[config.mk]
export PLATFORM = sky130hd
export DESIGN_NAME = priority_task_scheduler_core
export DESIGN_NICKNAME = d
export VERILOG_FILES = /design/src/rtl/pts_pkg.sv /design/src/rtl/priority_task_scheduler_core.sv
export SDC_FILE = /design/constraint.sdc
export NUM_CORES = 2
export LEC_CHECK = 0
export BUFFER_PORTS_ARGS = -buffer_cell sky130_fd_sc_hd__buf_2
export CAP_MARGIN = 0
export CORE_MARGIN = 8
export CORE_UTILIZATION = 40
export DETAILED_ROUTE_END_ITERATION = 10
export GPL_TIMING_DRIVEN = 0
export SYNTH_ARGS = -nofsm -noshare
export SYNTH_HDL_FRONTEND = slang
export SYNTH_SLANG_ARGS = --single-unit
export TNS_END_PERCENT = 30
[constraint.sdc]
create_clock -name clk -period 20.1 [get_ports clk]
set_clock_uncertainty 0.05 [all_clocks]
set_input_delay 1.005 -clock clk [delete_from_list [all_inputs] [get_ports clk]]
set_output_delay 1.005 -clock clk [all_outputs]
set_load 0.02 [all_outputs]
[src/rtl/pts_pkg.sv]
package pts_pkg;

	localparam int NUM_PRIOS_DEF       = 32;
	localparam int NUM_SLOTS_DEF       = 32;
	localparam int NUM_WAIT_QUEUES_DEF = 16;
	localparam int IDLE_SLOT           = 0;
	localparam int MAIN_SLOT           = 1;
	localparam int IDLE_PRIO           = 1;
	localparam logic [4:0] MAIN_PRIO_RESET = 5'd2;

	localparam logic [2:0] CMD_CREATE = 3'd0;
	localparam logic [2:0] CMD_YIELD  = 3'd1;
	localparam logic [2:0] CMD_EXIT   = 3'd2;
	localparam logic [2:0] CMD_BLOCK  = 3'd3;
	localparam logic [2:0] CMD_WAKE   = 3'd4;

	localparam logic [1:0] ST_OK       = 2'd0;
	localparam logic [1:0] ST_BAD_PRIO = 2'd1;
	localparam logic [1:0] ST_NO_SLOT  = 2'd2;
	localparam logic [1:0] ST_NO_WAKE  = 2'd3;

	typedef enum logic [1:0] {
		MODE_YIELD,
		MODE_DEAD,
		MODE_BLOCK,
		MODE_SHORT
	} mode_t;

	typedef enum logic [3:0] {
		S_IDLE,
		S_EXEC,
		S_SCHED,
		S_POP_CHK,
		S_POP_WB,
		S_WAKE_RD,
		S_WAKE_WB,
		S_OUT_RD,
		S_OUT
	} state_t;

	typedef struct packed {
		logic [2:0]  command;
		logic [4:0]  task_prio;
		logic [31:0] item_value;
		logic [3:0]  queue_index;
		logic [5:0]  wake_count;
		logic        reschedule;
	} in_beat_t;

	typedef struct packed {
		logic        switched;
		logic [4:0]  prev_task;
		logic [4:0]  next_task;
		logic [31:0] next_value;
		logic [5:0]  new_handle;
		logic [1:0]  status;
	} out_beat_t;

endpackage

[src/rtl/priority_task_scheduler_core.sv]
// Hardware task scheduler: one result beat per command beat. For a wake,
// each waiter's queue link is read from the registered link memory
// (S_WAKE_RD) before the waiter is moved (S_WAKE_WB), and a reschedule
// adds the run queue pop (S_SCHED, S_POP_CHK, S_POP_WB). A new command is
// taken once the previous one has reached the output register.
module priority_task_scheduler_core #(
	parameter int NUM_PRIOS       = pts_pkg::NUM_PRIOS_DEF,
	parameter int NUM_SLOTS       = pts_pkg::NUM_SLOTS_DEF,
	parameter int NUM_WAIT_QUEUES = pts_pkg::NUM_WAIT_QUEUES_DEF
) (
	input  logic              clk,
	input  logic              arst_n,
	input  logic              in_valid,
	output logic              in_ready,
	input  pts_pkg::in_beat_t in_beat,
	output logic              out_valid,
	input  logic              out_ready,
	output pts_pkg::out_beat_t out_beat,
	input  logic              cfg_we,
	input  logic [4:0]        cfg_data
);
	import pts_pkg::*;

	localparam int SW = $clog2(NUM_SLOTS);
	localparam int PW = $clog2(NUM_PRIOS);
	localparam int QW = (NUM_WAIT_QUEUES > 1) ? $clog2(NUM_WAIT_QUEUES) : 1;

	state_t state_q, state_d;
	mode_t  mode_q;

	logic [SW-1:0] cur_q, prev_q;
	logic [NUM_PRIOS-1:0] mask_q;
	logic [SW-1:0] rq_head_q [NUM_PRIOS];
	logic [SW-1:0] rq_tail_q [NUM_PRIOS];
	logic [NUM_PRIOS-1:0] rq_vld_q;
	logic [SW-1:0] wq_head_q [NUM_WAIT_QUEUES];
	logic [SW-1:0] wq_tail_q [NUM_WAIT_QUEUES];
	logic [NUM_WAIT_QUEUES-1:0] wq_vld_q;
	logic [PW-1:0] prio_q [NUM_SLOTS];
	logic [NUM_SLOTS-1:0] used_q;
	logic [NUM_SLOTS-1:0] val_ok_q;
	logic [SW:0] dead_q;
	logic [PW-1:0] rp_q;

	logic [2:0]  cmd_q;
	logic [4:0]  tprio_q;
	logic [31:0] ival_q;
	logic [3:0]  qi_q;
	logic [5:0]  cnt_q;
	logic        resch_q;
	logic [5:0]  handle_q;
	logic [1:0]  status_q;

	logic        out_valid_q;
	out_beat_t   out_q;
	logic        out_load;

	logic [SW-1:0] link_mem [NUM_SLOTS];
	logic [31:0]   val_mem [NUM_SLOTS];
	logic [SW-1:0] link_rd_q;
	logic [31:0]   val_rd_q;

	logic          link_we;
	logic [SW-1:0] link_wa, link_wd, link_ra;
	logic          val_we;
	logic [SW-1:0] val_wa;

	logic [PW-1:0] top_p, cp, tp, wp;
	logic [SW-1:0] free_s, ws;
	logic          free_ok, bad_prio, q_ok;
	logic [QW-1:0] qs;
	logic [4:0]    main_clamp;

	function automatic logic rp_lt_cp();
		return top_p < cp;
	endfunction

	assign tp = PW'(tprio_q);
	assign qs = QW'(qi_q);
	assign cp = prio_q[cur_q];
	assign bad_prio = 32'(tprio_q) >= NUM_PRIOS;
	assign q_ok = 32'(qi_q) < NUM_WAIT_QUEUES;
	assign ws = wq_head_q[qs];
	assign wp = prio_q[ws];
	assign main_clamp = (32'(cfg_data) >= NUM_PRIOS) ? 5'(NUM_PRIOS - 1) : cfg_data;

	always_comb begin
		top_p = '0;
		for (int p = 0; p < NUM_PRIOS; p++) begin
			if (mask_q[p]) top_p = PW'(p);
		end
	end

	always_comb begin
		free_s = '0;
		free_ok = 1'b0;
		for (int s = NUM_SLOTS - 1; s >= 0; s--) begin
			if (!used_q[s]) begin
				free_s = SW'(s);
				free_ok = 1'b1;
			end
		end
	end

	assign in_ready  = (state_q == S_IDLE);
	assign out_valid = out_valid_q;
	assign out_beat  = out_q;
	assign out_load  = (state_q == S_OUT) && (!out_valid_q || out_ready);

	always_comb begin
		state_d = state_q;
		unique case (state_q)
			S_IDLE:    if (in_valid) state_d = S_EXEC;
			S_EXEC: begin
				state_d = S_OUT_RD;
				case (cmd_q)
					CMD_YIELD: state_d = S_SCHED;
					CMD_EXIT:  if (mask_q != '0) state_d = S_SCHED;
					CMD_BLOCK: if (q_ok && mask_q != '0) state_d = S_SCHED;
					CMD_WAKE:  if (q_ok && wq_vld_q[qs] && cnt_q != '0) state_d = S_WAKE_RD;
					default:   state_d = S_OUT_RD;
				endcase
			end
			S_SCHED: begin
				if (mode_q == MODE_YIELD && rp_lt_cp()) state_d = S_OUT_RD;
				else state_d = S_POP_CHK;
			end
			S_POP_CHK: state_d = rq_vld_q[rp_q] ? S_POP_WB : S_OUT_RD;
			S_POP_WB:  state_d = S_OUT_RD;
			S_WAKE_RD: state_d = S_WAKE_WB;
			S_WAKE_WB: begin
				if (wq_head_q[qs] != wq_tail_q[qs] && cnt_q != 6'd1) state_d = S_WAKE_RD;
				else if (resch_q) state_d = S_SCHED;
				else state_d = S_OUT_RD;
			end
			S_OUT_RD:  state_d = S_OUT;
			S_OUT:     if (out_load) state_d = S_IDLE;
			default:   state_d = S_IDLE;
		endcase
	end

	always_comb begin
		link_we = 1'b0;
		link_wa = '0;
		link_wd = '0;
		link_ra = rq_head_q[rp_q];
		val_we  = 1'b0;
		val_wa  = ws;
		unique case (state_q)
			S_EXEC: begin
				case (cmd_q)
					CMD_CREATE: begin
						val_wa = free_s;
						if (!bad_prio && free_ok) begin
							val_we  = 1'b1;
							link_we = rq_vld_q[tp];
							link_wa = rq_tail_q[tp];
							link_wd = free_s;
						end
					end
					CMD_BLOCK: begin
						link_we = q_ok && mask_q != '0 && wq_vld_q[qs];
						link_wa = wq_tail_q[qs];
						link_wd = cur_q;
					end
					CMD_WAKE: begin
						link_we = q_ok && wq_vld_q[qs] && cnt_q != '0 && resch_q && rq_vld_q[cp];
						link_wa = cur_q;
						link_wd = rq_head_q[cp];
					end
					default: link_we = 1'b0;
				endcase
			end
			S_SCHED: begin
				link_we = mode_q == MODE_YIELD && !rp_lt_cp() && rq_vld_q[cp];
				link_wa = rq_tail_q[cp];
				link_wd = cur_q;
			end
			S_WAKE_RD: link_ra = ws;
			S_WAKE_WB: begin
				val_we  = 1'b1;
				link_we = rq_vld_q[wp];
				link_wa = ws;
				link_wd = rq_head_q[wp];
			end
			default: link_we = 1'b0;
		endcase
	end

	always_ff @(posedge clk) begin
		if (link_we) link_mem[link_wa] <= link_wd;
		link_rd_q <= link_mem[link_ra];
		if (val_we) val_mem[val_wa] <= ival_q;
		val_rd_q <= val_mem[cur_q];
	end

	always_ff @(posedge clk or negedge arst_n) begin
		if (!arst_n) begin
			state_q <= S_IDLE;
			mode_q <= MODE_YIELD;
			cur_q <= SW'(MAIN_SLOT);
			prev_q <= '0;
			mask_q <= NUM_PRIOS'(1) << IDLE_PRIO;
			rq_vld_q <= NUM_PRIOS'(1) << IDLE_PRIO;
			for (int p = 0; p < NUM_PRIOS; p++) begin
				rq_head_q[p] <= SW'(IDLE_SLOT);
				rq_tail_q[p] <= SW'(IDLE_SLOT);
			end
			wq_vld_q <= '0;
			for (int q = 0; q < NUM_WAIT_QUEUES; q++) begin
				wq_head_q[q] <= '0;
				wq_tail_q[q] <= '0;
			end
			for (int s = 0; s < NUM_SLOTS; s++) begin
				if (s == IDLE_SLOT) prio_q[s] <= PW'(IDLE_PRIO);
				else if (s == MAIN_SLOT) prio_q[s] <= PW'(MAIN_PRIO_RESET);
				else prio_q[s] <= '0;
			end
			used_q <= (NUM_SLOTS'(1) << IDLE_SLOT) | (NUM_SLOTS'(1) << MAIN_SLOT);
			val_ok_q <= '0;
			dead_q <= '0;
			rp_q <= '0;
			cmd_q <= '0;
			tprio_q <= '0;
			ival_q <= '0;
			qi_q <= '0;
			cnt_q <= '0;
			resch_q <= 1'b0;
			handle_q <= '0;
			status_q <= ST_OK;
			out_valid_q <= 1'b0;
			out_q <= '0;
		end else begin
			state_q <= state_d;
			if (out_load) out_valid_q <= 1'b1;
			else if (out_ready) out_valid_q <= 1'b0;
			if (cfg_we && cur_q == SW'(MAIN_SLOT)) prio_q[MAIN_SLOT] <= PW'(main_clamp);
			if (val_we) val_ok_q[val_wa] <= 1'b1;
			unique case (state_q)
				S_IDLE: begin
					if (in_valid) begin
						cmd_q <= in_beat.command;
						tprio_q <= in_beat.task_prio;
						ival_q <= in_beat.item_value;
						qi_q <= in_beat.queue_index;
						cnt_q <= in_beat.wake_count;
						resch_q <= in_beat.reschedule;
						prev_q <= cur_q;
						handle_q <= '0;
						status_q <= ST_OK;
					end
				end
				S_EXEC: begin
					case (cmd_q)
						CMD_CREATE: begin
							if (bad_prio) status_q <= ST_BAD_PRIO;
							else if (!free_ok) status_q <= ST_NO_SLOT;
							else begin
								used_q[free_s] <= 1'b1;
								prio_q[free_s] <= tp;
								if (!rq_vld_q[tp]) rq_head_q[tp] <= free_s;
								rq_tail_q[tp] <= free_s;
								rq_vld_q[tp] <= 1'b1;
								mask_q[tp] <= 1'b1;
								handle_q <= 6'(32'(free_s) + 1);
							end
						end
						CMD_YIELD: mode_q <= MODE_YIELD;
						CMD_EXIT:  mode_q <= MODE_DEAD;
						CMD_BLOCK: begin
							mode_q <= MODE_BLOCK;
							if (q_ok && mask_q != '0) begin
								if (!wq_vld_q[qs]) wq_head_q[qs] <= cur_q;
								wq_tail_q[qs] <= cur_q;
								wq_vld_q[qs] <= 1'b1;
							end
						end
						CMD_WAKE: begin
							mode_q <= MODE_SHORT;
							if (!(q_ok && wq_vld_q[qs] && cnt_q != '0)) status_q <= ST_NO_WAKE;
							else if (resch_q) begin
								rq_head_q[cp] <= cur_q;
								if (!rq_vld_q[cp]) rq_tail_q[cp] <= cur_q;
								rq_vld_q[cp] <= 1'b1;
								mask_q[cp] <= 1'b1;
							end
						end
						default: status_q <= ST_OK;
					endcase
				end
				S_SCHED: begin
					if (dead_q != '0) used_q[SW'(dead_q - 1'b1)] <= 1'b0;
					dead_q <= (mode_q == MODE_DEAD) ? ({1'b0, cur_q} + 1'b1) : '0;
					rp_q <= top_p;
					if (mode_q == MODE_YIELD && !rp_lt_cp()) begin
						if (!rq_vld_q[cp]) rq_head_q[cp] <= cur_q;
						rq_tail_q[cp] <= cur_q;
						rq_vld_q[cp] <= 1'b1;
						mask_q[cp] <= 1'b1;
					end
				end
				S_POP_WB: begin
					cur_q <= rq_head_q[rp_q];
					if (rq_head_q[rp_q] == rq_tail_q[rp_q]) begin
						rq_vld_q[rp_q] <= 1'b0;
						mask_q[rp_q] <= 1'b0;
					end else begin
						rq_head_q[rp_q] <= link_rd_q;
					end
				end
				S_WAKE_WB: begin
					if (wq_head_q[qs] == wq_tail_q[qs]) wq_vld_q[qs] <= 1'b0;
					else wq_head_q[qs] <= link_rd_q;
					rq_head_q[wp] <= ws;
					if (!rq_vld_q[wp]) rq_tail_q[wp] <= ws;
					rq_vld_q[wp] <= 1'b1;
					mask_q[wp] <= 1'b1;
					cnt_q <= cnt_q - 1'b1;
				end
				S_OUT: begin
					if (out_load) begin
						out_q.switched <= cur_q != prev_q;
						out_q.prev_task <= 5'(prev_q);
						out_q.next_task <= 5'(cur_q);
						out_q.next_value <= (cur_q != prev_q && val_ok_q[cur_q]) ? val_rd_q : '0;
						out_q.new_handle <= handle_q;
						out_q.status <= status_q;
					end
				end
				default: rp_q <= rp_q;
			endcase
		end
	end

endmodule

# ---- Yosys cells after proc, flatten, opt, wreduce, memory -nomap -nowiden
# Memories as Yosys holds them, arrays and structs flattened. A register that Yosys moved wholly into a read port is not among the register bits.
# Cells that the tools add are included.
dict set report word_totals {
  elab_cells 587
  n_memories 2
  output_inout_bits 53
  register_bits 922
  input_bits 61
  mem_bits_rw 1184
}
dict set report op_classes {
  n_bitwise 24
  reduce_logical 59
  addsub 4
  muxes 269
  n_eq_ne 43
  n_lt_le_gt_ge 32
}
# name depth word_bits rd rd_clocked_by_memory_dff wr line_no
set memory_table {}
lappend memory_table {val_mem 32 32 1 1 1 priority_task_scheduler_core.sv:59} ;# logic [31:0] val_mem [NUM_SLOTS];
lappend memory_table {link_mem 32 5 1 1 1 priority_task_scheduler_core.sv:58} ;# logic [SW-1:0] link_mem [NUM_SLOTS];
# op n
set op_table {}
lappend op_table {{160-bit two-way mux} 13}
lappend op_table {{160-bit bitwise mux} 8}
lappend op_table {{160-bit one-hot mux with 2 select lines} 2}
lappend op_table {{160-bit one-hot mux with 4 select lines} 1}
lappend op_table {{160-bit one-hot mux with 3 select lines} 1}
lappend op_table {{155-bit two-way mux} 3}
lappend op_table {{32-bit two-way mux} 14}
lappend op_table {{5-bit two-way mux} 80}
lappend op_table {{80-bit two-way mux} 4}
lappend op_table {{32-bit OR} 8}
lappend op_table {{32-bit one-hot mux with 4 select lines} 2}
lappend op_table {{80-bit bitwise mux} 3}
lappend op_table {{5-bit binary-select mux with 5-bit select} 8}
lappend op_table {{32-bit one-hot mux with 2 select lines} 3}
lappend op_table {{80-bit one-hot mux with 2 select lines} 1}
lappend op_table {{5-bit demux with 5-bit select} 5}
lappend op_table {{32-bit AND} 3}
lappend op_table {{32-bit NOT} 2}
lappend op_table {{5-bit one-hot mux with 3 select lines} 4}
lappend op_table {{1-bit two-way mux} 56}
lappend op_table {{5-bit by 6-bit < comparator with 1-bit output (second input constant)} 8}
lappend op_table {{16-bit two-way mux} 3}
lappend op_table {{6-bit greater-or-equal comparator (second input constant)} 7}
lappend op_table {{5-bit NOT with 6-bit output} 7}
lappend op_table {{69 further kinds} 185}

# ---- Logic depth before layout (Yosys ltp)
dict set report logic_depth {
  depth_word 41
  ltp_mapped 23
  mapped_depth_nobuf 19
}

# ---- Least setup slack after synthesis
# OpenSTA, ideal clock, no wires.
dict set report synth_path {
  kind {register to register}
  from {register cur_q[0]}
  to {register rq_head_q[40] (netlist bit)}
  required_ns 19.970
  arrival_time_ns 6.164
  path_stages_with_launch 24
  synth_period_minus_slack_ns 6.293
  path_slack_ns 13.807
  path_buffers 11
  setup_ns 0.080
  cell_sequence {dfstp_2 buf_2 buf_2 buf_4 buf_4 mux4_2 mux4_2 mux2i_1 buf_2 buf_2 buf_2 buf_1 buf_1 ha_1 a21o_1 a21o_1 a21oi_1 a21oi_1 o211ai_1 or3_1 buf_2 buf_1 a21oi_1 mux2i_1}
}
dict set report synth_between {
  elab_chain_len 14
  elab_cells_between_ends 25
  cone_classes {order compare: 3; eq/ne: 2; mux: 14; bitwise: 2; reduce/logical: 4}
}
# element line_no
set synth_rtl {}
lappend synth_rtl {{from (decl)} priority_task_scheduler_core.sv:31} ;# logic [SW-1:0] cur_q, prev_q;
lappend synth_rtl {{from (signal assigned)} priority_task_scheduler_core.sv:201} ;# cur_q <= SW'(MAIN_SLOT);
lappend synth_rtl {{from (signal assigned)} priority_task_scheduler_core.sv:303} ;# cur_q <= rq_head_q[rp_q];
lappend synth_rtl {{5-bit NOT with 6-bit output (not written as such)} priority_task_scheduler_core.sv:80} ;# assign cp = prio_q[cur_q];
lappend synth_rtl {{5-bit binary-select mux with 5-bit select} priority_task_scheduler_core.sv:80}
lappend synth_rtl {{5-bit two-way mux (not written as such) (2 in series)} priority_task_scheduler_core.sv:80}
lappend synth_rtl {{5-bit NOT with 6-bit output (not written as such)} {priority_task_scheduler_core.sv:282, priority_task_scheduler_core.sv:296}}
lappend synth_rtl {{6-bit greater-or-equal comparator (not written as such) or 6-bit by 1-bit < comparator with 1-bit output (tied branches)} {priority_task_scheduler_core.sv:282, priority_task_scheduler_core.sv:296}}
lappend synth_rtl {{1-bit logical AND (not written as such)} {priority_task_scheduler_core.sv:282, priority_task_scheduler_core.sv:296}}
lappend synth_rtl {{5-bit two-way mux (not written as such)} {priority_task_scheduler_core.sv:282, priority_task_scheduler_core.sv:296}}
lappend synth_rtl {{5-bit demux with 5-bit select} {priority_task_scheduler_core.sv:282, priority_task_scheduler_core.sv:296}}
lappend synth_rtl {{160-bit bitwise mux} {priority_task_scheduler_core.sv:282, priority_task_scheduler_core.sv:296}}
lappend synth_rtl {{160-bit two-way mux} priority_task_scheduler_core.sv:281} ;# else if (resch_q) begin
lappend synth_rtl {{160-bit two-way mux} priority_task_scheduler_core.sv:280} ;# if (!(q_ok && wq_vld_q[qs] && cnt_q != '0)) status_q <= ST_NO_WAKE;
lappend synth_rtl {{160-bit one-hot mux with 2 select lines} priority_task_scheduler_core.sv:254} ;# case (cmd_q)
lappend synth_rtl {{160-bit one-hot mux with 4 select lines} priority_task_scheduler_core.sv:239} ;# unique case (state_q)
lappend synth_rtl {{to (signal, indexed assignment)} priority_task_scheduler_core.sv:261} ;# if (!rq_vld_q[tp]) rq_head_q[tp] <= free_s;
lappend synth_rtl {{to (signal, indexed assignment)} priority_task_scheduler_core.sv:282} ;# rq_head_q[cp] <= cur_q;
lappend synth_rtl {{to (signal, indexed assignment)} priority_task_scheduler_core.sv:296} ;# if (!rq_vld_q[cp]) rq_head_q[cp] <= cur_q;
lappend synth_rtl {{to (decl)} priority_task_scheduler_core.sv:33} ;# logic [SW-1:0] rq_head_q [NUM_PRIOS];
# Parallel ways exist; a longest one is shown, timed or not. The select of a mux whose other input is x is not followed.
# A chain may end at the register's enable or synchronous reset.

# ---- Worst setup path after layout
dict set report layout_path {
  from {register cur_q[1]}
  to {memory link_mem[14][0] (netlist bit) (data pin)}
}
dict set report layout_between {
  elab_chain_len 10
}
# element line_no
set layout_rtl {}
lappend layout_rtl {{5-bit NOT with 6-bit output (not written as such)} priority_task_scheduler_core.sv:80}
lappend layout_rtl {{5-bit binary-select mux with 5-bit select} priority_task_scheduler_core.sv:80}
lappend layout_rtl {{5-bit two-way mux (not written as such) (2 in series)} priority_task_scheduler_core.sv:80}
lappend layout_rtl {{5-bit NOT with 6-bit output (not written as such)} priority_task_scheduler_core.sv:169} ;# link_wd = rq_head_q[cp];
lappend layout_rtl {{5-bit binary-select mux with 5-bit select} priority_task_scheduler_core.sv:169}
lappend layout_rtl {{5-bit two-way mux (not written as such) (2 in series)} priority_task_scheduler_core.sv:169}
lappend layout_rtl {{5-bit one-hot mux with 3 select lines} priority_task_scheduler_core.sv:151} ;# case (cmd_q)
lappend layout_rtl {{5-bit one-hot mux with 3 select lines} priority_task_scheduler_core.sv:149} ;# unique case (state_q)
lappend layout_rtl {{net link_wd[0]} priority_task_scheduler_core.sv:64} ;# logic [SW-1:0] link_wa, link_wd, link_ra;
lappend layout_rtl {{to (decl)} priority_task_scheduler_core.sv:58}
# The timed path passes the listed nets, and every way through them passes these cells. The select of a mux whose other input is x is not followed.

==> flow_summary.toml <==
[clocking]
clk_transition_reported_paths_ns = 0.06
tritoncts.num_buffers = 240
clock_latency_ns = 1.00
numClockSinks = 2143
clockRootBuffer = "sky130_fd_sc_hd__clkbuf_16"
clockBufferDepth = 4
holdBufCountCts = 1
cts.htree.levels = 4
post_cts_setup_buffer_count = 0
cts_tree = "built"
cts_resized = 0

[setup_path]
critical_path.max_fanout = 32
path_class = "reg -> reg"
crit_path_start_kind = "register"
critical_path.startpoint = "cur_q[1]"
crit-reg2reg-launch = "cur_q[1]"
cp.arrival_ns = 12.50
cp_data_required_time_ns = 20.61
timing.critical_path.to_type = "register"

[synthesis]
syn_inst = 9394
synthArstFlopShare = 0.4302
ys_top_cells_by_count = "sky130_fd_sc_hd__edfxtp_1 (1184), sky130_fd_sc_hd__nand2_1 (1041), sky130_fd_sc_hd__dfrtp_1 (915)"
synth_seq_cells = 2143
synth_seq_area_share = 0.5222
synth_area_leader = "sky130_fd_sc_hd__edfxtp_1"
yosys-top-cells-area = "sky130_fd_sc_hd__edfxtp_1 (31%), sky130_fd_sc_hd__dfrtp_1 (20%), sky130_fd_sc_hd__mux4_2 (11%)"
mappedNetlistNets = 9467
synth_top_cell_area_share = 0.3127
netlist-cell-type-count = 81
synthesis.yosys.warnings = 0
synth-main-ff-cell = "sky130_fd_sc_hd__edfxtp_1"
netlist_area_um2 = 113700
synth.most_common_cell = "sky130_fd_sc_hd__edfxtp_1"
synth_area_per_cell_um2 = 12.10
post_synth_edffs = 1184

[floorplanning]
floorplan.initialDensity = 0.4025
design.portCount = 114
die_area_um2 = 301600
total_core_area_um2 = 282500
die_w_um = 549.2
std_cell_rows = 195
die_h_um = 549.2

[timing]
final.min_clock_period_ns = 11.99
worstMarginPinSlew_ns = 1.779
hold_viol_final = 0
fin_ws_ns = 8.109
timing_max_transition_violations_final = 342
totalNegativeSetupSlack_ns = 0
finalSetupViolations = 0
clock.fmax_ghz = 0.08340
post-route-period-util = 0.5965
worst_slew_margin_rel = -0.1860
grt_setup_unrepaired = "false"

[global_route]
grt_max_degree = 166
antenna_found_initial = 86
grt.met2_usage = 0.6360
met1_capacity_usage_during_global_routing = 0.5485
grt_pass1_vias = 95410
global_route.usage.met3 = 0.1507
first_pass_grt_wire_length_um = 904700
global_route.overflow_total = 0
track_usage = 0.4450
gr-max-usage-layer = "met2"

[place]
finalWeightedCongestion = 1.144
port-buffer-count = 113
dp_cells = 13420
pre_cts_worst_setup_slack_ns = 8.579
place_hpwl_um = 520700

[detailed_routing]
post-route-drc-count = 0
via_per_inst = 7.197
final_antenna_net_count = 0
drt_first_iter_violations = 17080
detailroute.via_count = 100500
finalWirelength_um = 691200
firstDrtPassIters = 11
drt-wirelength-per-cell_um = 49.51

[cells_and_area]
post_layout_nonfiller_instances = 13960
layout_cells_sized_above_1 = 0.1957
num-nets-final = 10000
syn2layout_area_growth_pct = 14.81

[min_path]
worst_hold_path_type = "in -> reg"
hold_path_startpoint = "in_beat[18]"

[run_status]
violations = "capacitance limit, slew limit"
outcome = "finished with violations"

[power_and_ir_drop]
vdd.ir_drop.worst_mv = 0.1605
cellLeakagePower_nw = 46.72
power_density_nw_per_um2 = 201.0

[flow_run]
timing.max_cap.violations = 48
-- kinds of logic (layout without fill, tap and decap cells) --
logic type	count (synthesis)	in the layout	synth area share
fa+ha+maj	12	12	0.001320
flops	2143	2143	0.5222
mux	1615	1615	0.2092
xor+xnor	22	22	0.001694
compound gates	2496	2496	0.1527
buf+inv	1079	1824	0.03749
other cells	0	77	0
simple gates	2027	2027	0.07544
-- layout by cell type (no fill, tap or decap), types with 244 or more instances in the layout --
cell type and n:
sky130_fd_sc_hd__dfrtp_1 915, sky130_fd_sc_hd__nor2_1 509, sky130_fd_sc_hd__mux2_2 410, sky130_fd_sc_hd__edfxtp_1 1184, sky130_fd_sc_hd__o221ai_1 302, sky130_fd_sc_hd__nand2_1 1041
sky130_fd_sc_hd__clkbuf_1 641, sky130_fd_sc_hd__a21oi_1 419, sky130_fd_sc_hd__clkbuf_16 244, sky130_fd_sc_hd__mux2i_1 628, sky130_fd_sc_hd__o21ai_0 614, sky130_fd_sc_hd__mux4_2 568
-- registers in the layout, summed over array words and instances (netlist names), 51 cells and up, named ones only --
register / count
link_mem: 160
out_beat: 51
prio_q: 160
rq_head_q: 160
rq_tail_q: 160
val_mem: 1024
wq_head_q: 80
wq_tail_q: 80
-- critical path, cell delays in order, from the launching register on --
cell and delay (ns):
sky130_fd_sc_hd__dfrtp_1 0.35, sky130_fd_sc_hd__buf_2 0.38, sky130_fd_sc_hd__buf_2 0.36, sky130_fd_sc_hd__buf_2 0.42, sky130_fd_sc_hd__mux4_2 0.38, sky130_fd_sc_hd__mux2i_1 0.16
sky130_fd_sc_hd__mux4_2 0.37, sky130_fd_sc_hd__buf_2 0.29, sky130_fd_sc_hd__clkbuf_1 0.79, sky130_fd_sc_hd__buf_2 0.60, sky130_fd_sc_hd__buf_1 1.04, sky130_fd_sc_hd__clkbuf_1 1.31
sky130_fd_sc_hd__clkbuf_1 1.10, sky130_fd_sc_hd__clkbuf_1 1.19, sky130_fd_sc_hd__a211oi_1 0.23, sky130_fd_sc_hd__a21oi_1 0.85, sky130_fd_sc_hd__o22ai_1 0.28, sky130_fd_sc_hd__o32ai_1 0.36
sky130_fd_sc_hd__a221o_1 1.01
-- metrics by stage --
step / cell area [um2] / hold WS (ns) / util / total power, W
CTS: 130200 / 0.09864 / 0.4607 / 0.02515
floorplan: 113700 / 0.3733 / - / 0.01298
detailed placement: 121900 / 0.3824 / 0.4315 / 0.02049
global placement: 119000 / 0.3869 / 0.4210 / 0.02011
global route: 130400 / 0.1310 / 0.4616 / 0.02625
finish: 130600 / 0.1490 / 0.4621 / 0.02624
-- cell type report --
| type | count | area, um2 |
|---|---|---|
| diodes | 77 | 192.7 |
| fillers | 25620 | 152000 |
| clock buffers | 340 | 6807 |
| well taps | 3743 | 4683 |
| flip-flops and latches | 2143 | 59380 |
| repair buffers | 295 | 3133 |
| inverters | 207 | 777.0 |
| plain buffers | 872 | 3606 |
| clock inverters | 110 | 1413 |
| multi-input cells | 6172 | 50570 |
-- where the power goes --
group	total [W]	switching, W	leakage, nW	internal [W]
sequential	0.00660	0.00107	23.5	0.00552
combinational	0.0150	0.0111	19.2	0.00390
clock	0.00468	0.00198	4.01	0.00270
total	0.0262	0.0141	46.7	0.0121
-- worst paths after layout --
kind                            depth (start not counted)         endpoint  slack [ns]
worst max-delay path                                   18  link_mem[14][0]        8.11
worst min-delay path                                    3        ival_q[7]        0.15
worst max register to register                         18  link_mem[14][0]        8.11
worst min register to register                          1      out_beat[8]        0.39
max in group asynchronous                               5    wq_tail_q[60]       16.77
min in group asynchronous                               2    rq_head_q[18]        0.49
-- metal layers --
metal / up-vias / share of wire
li1: 37860 / -
met1: 51850 / 0.36
met2: 8408 / 0.42
met3: 2309 / 0.12
met4: 44 / 0.10
met5: - / 0.00051
No activity file was read; power rests on OpenSTA's default activity.
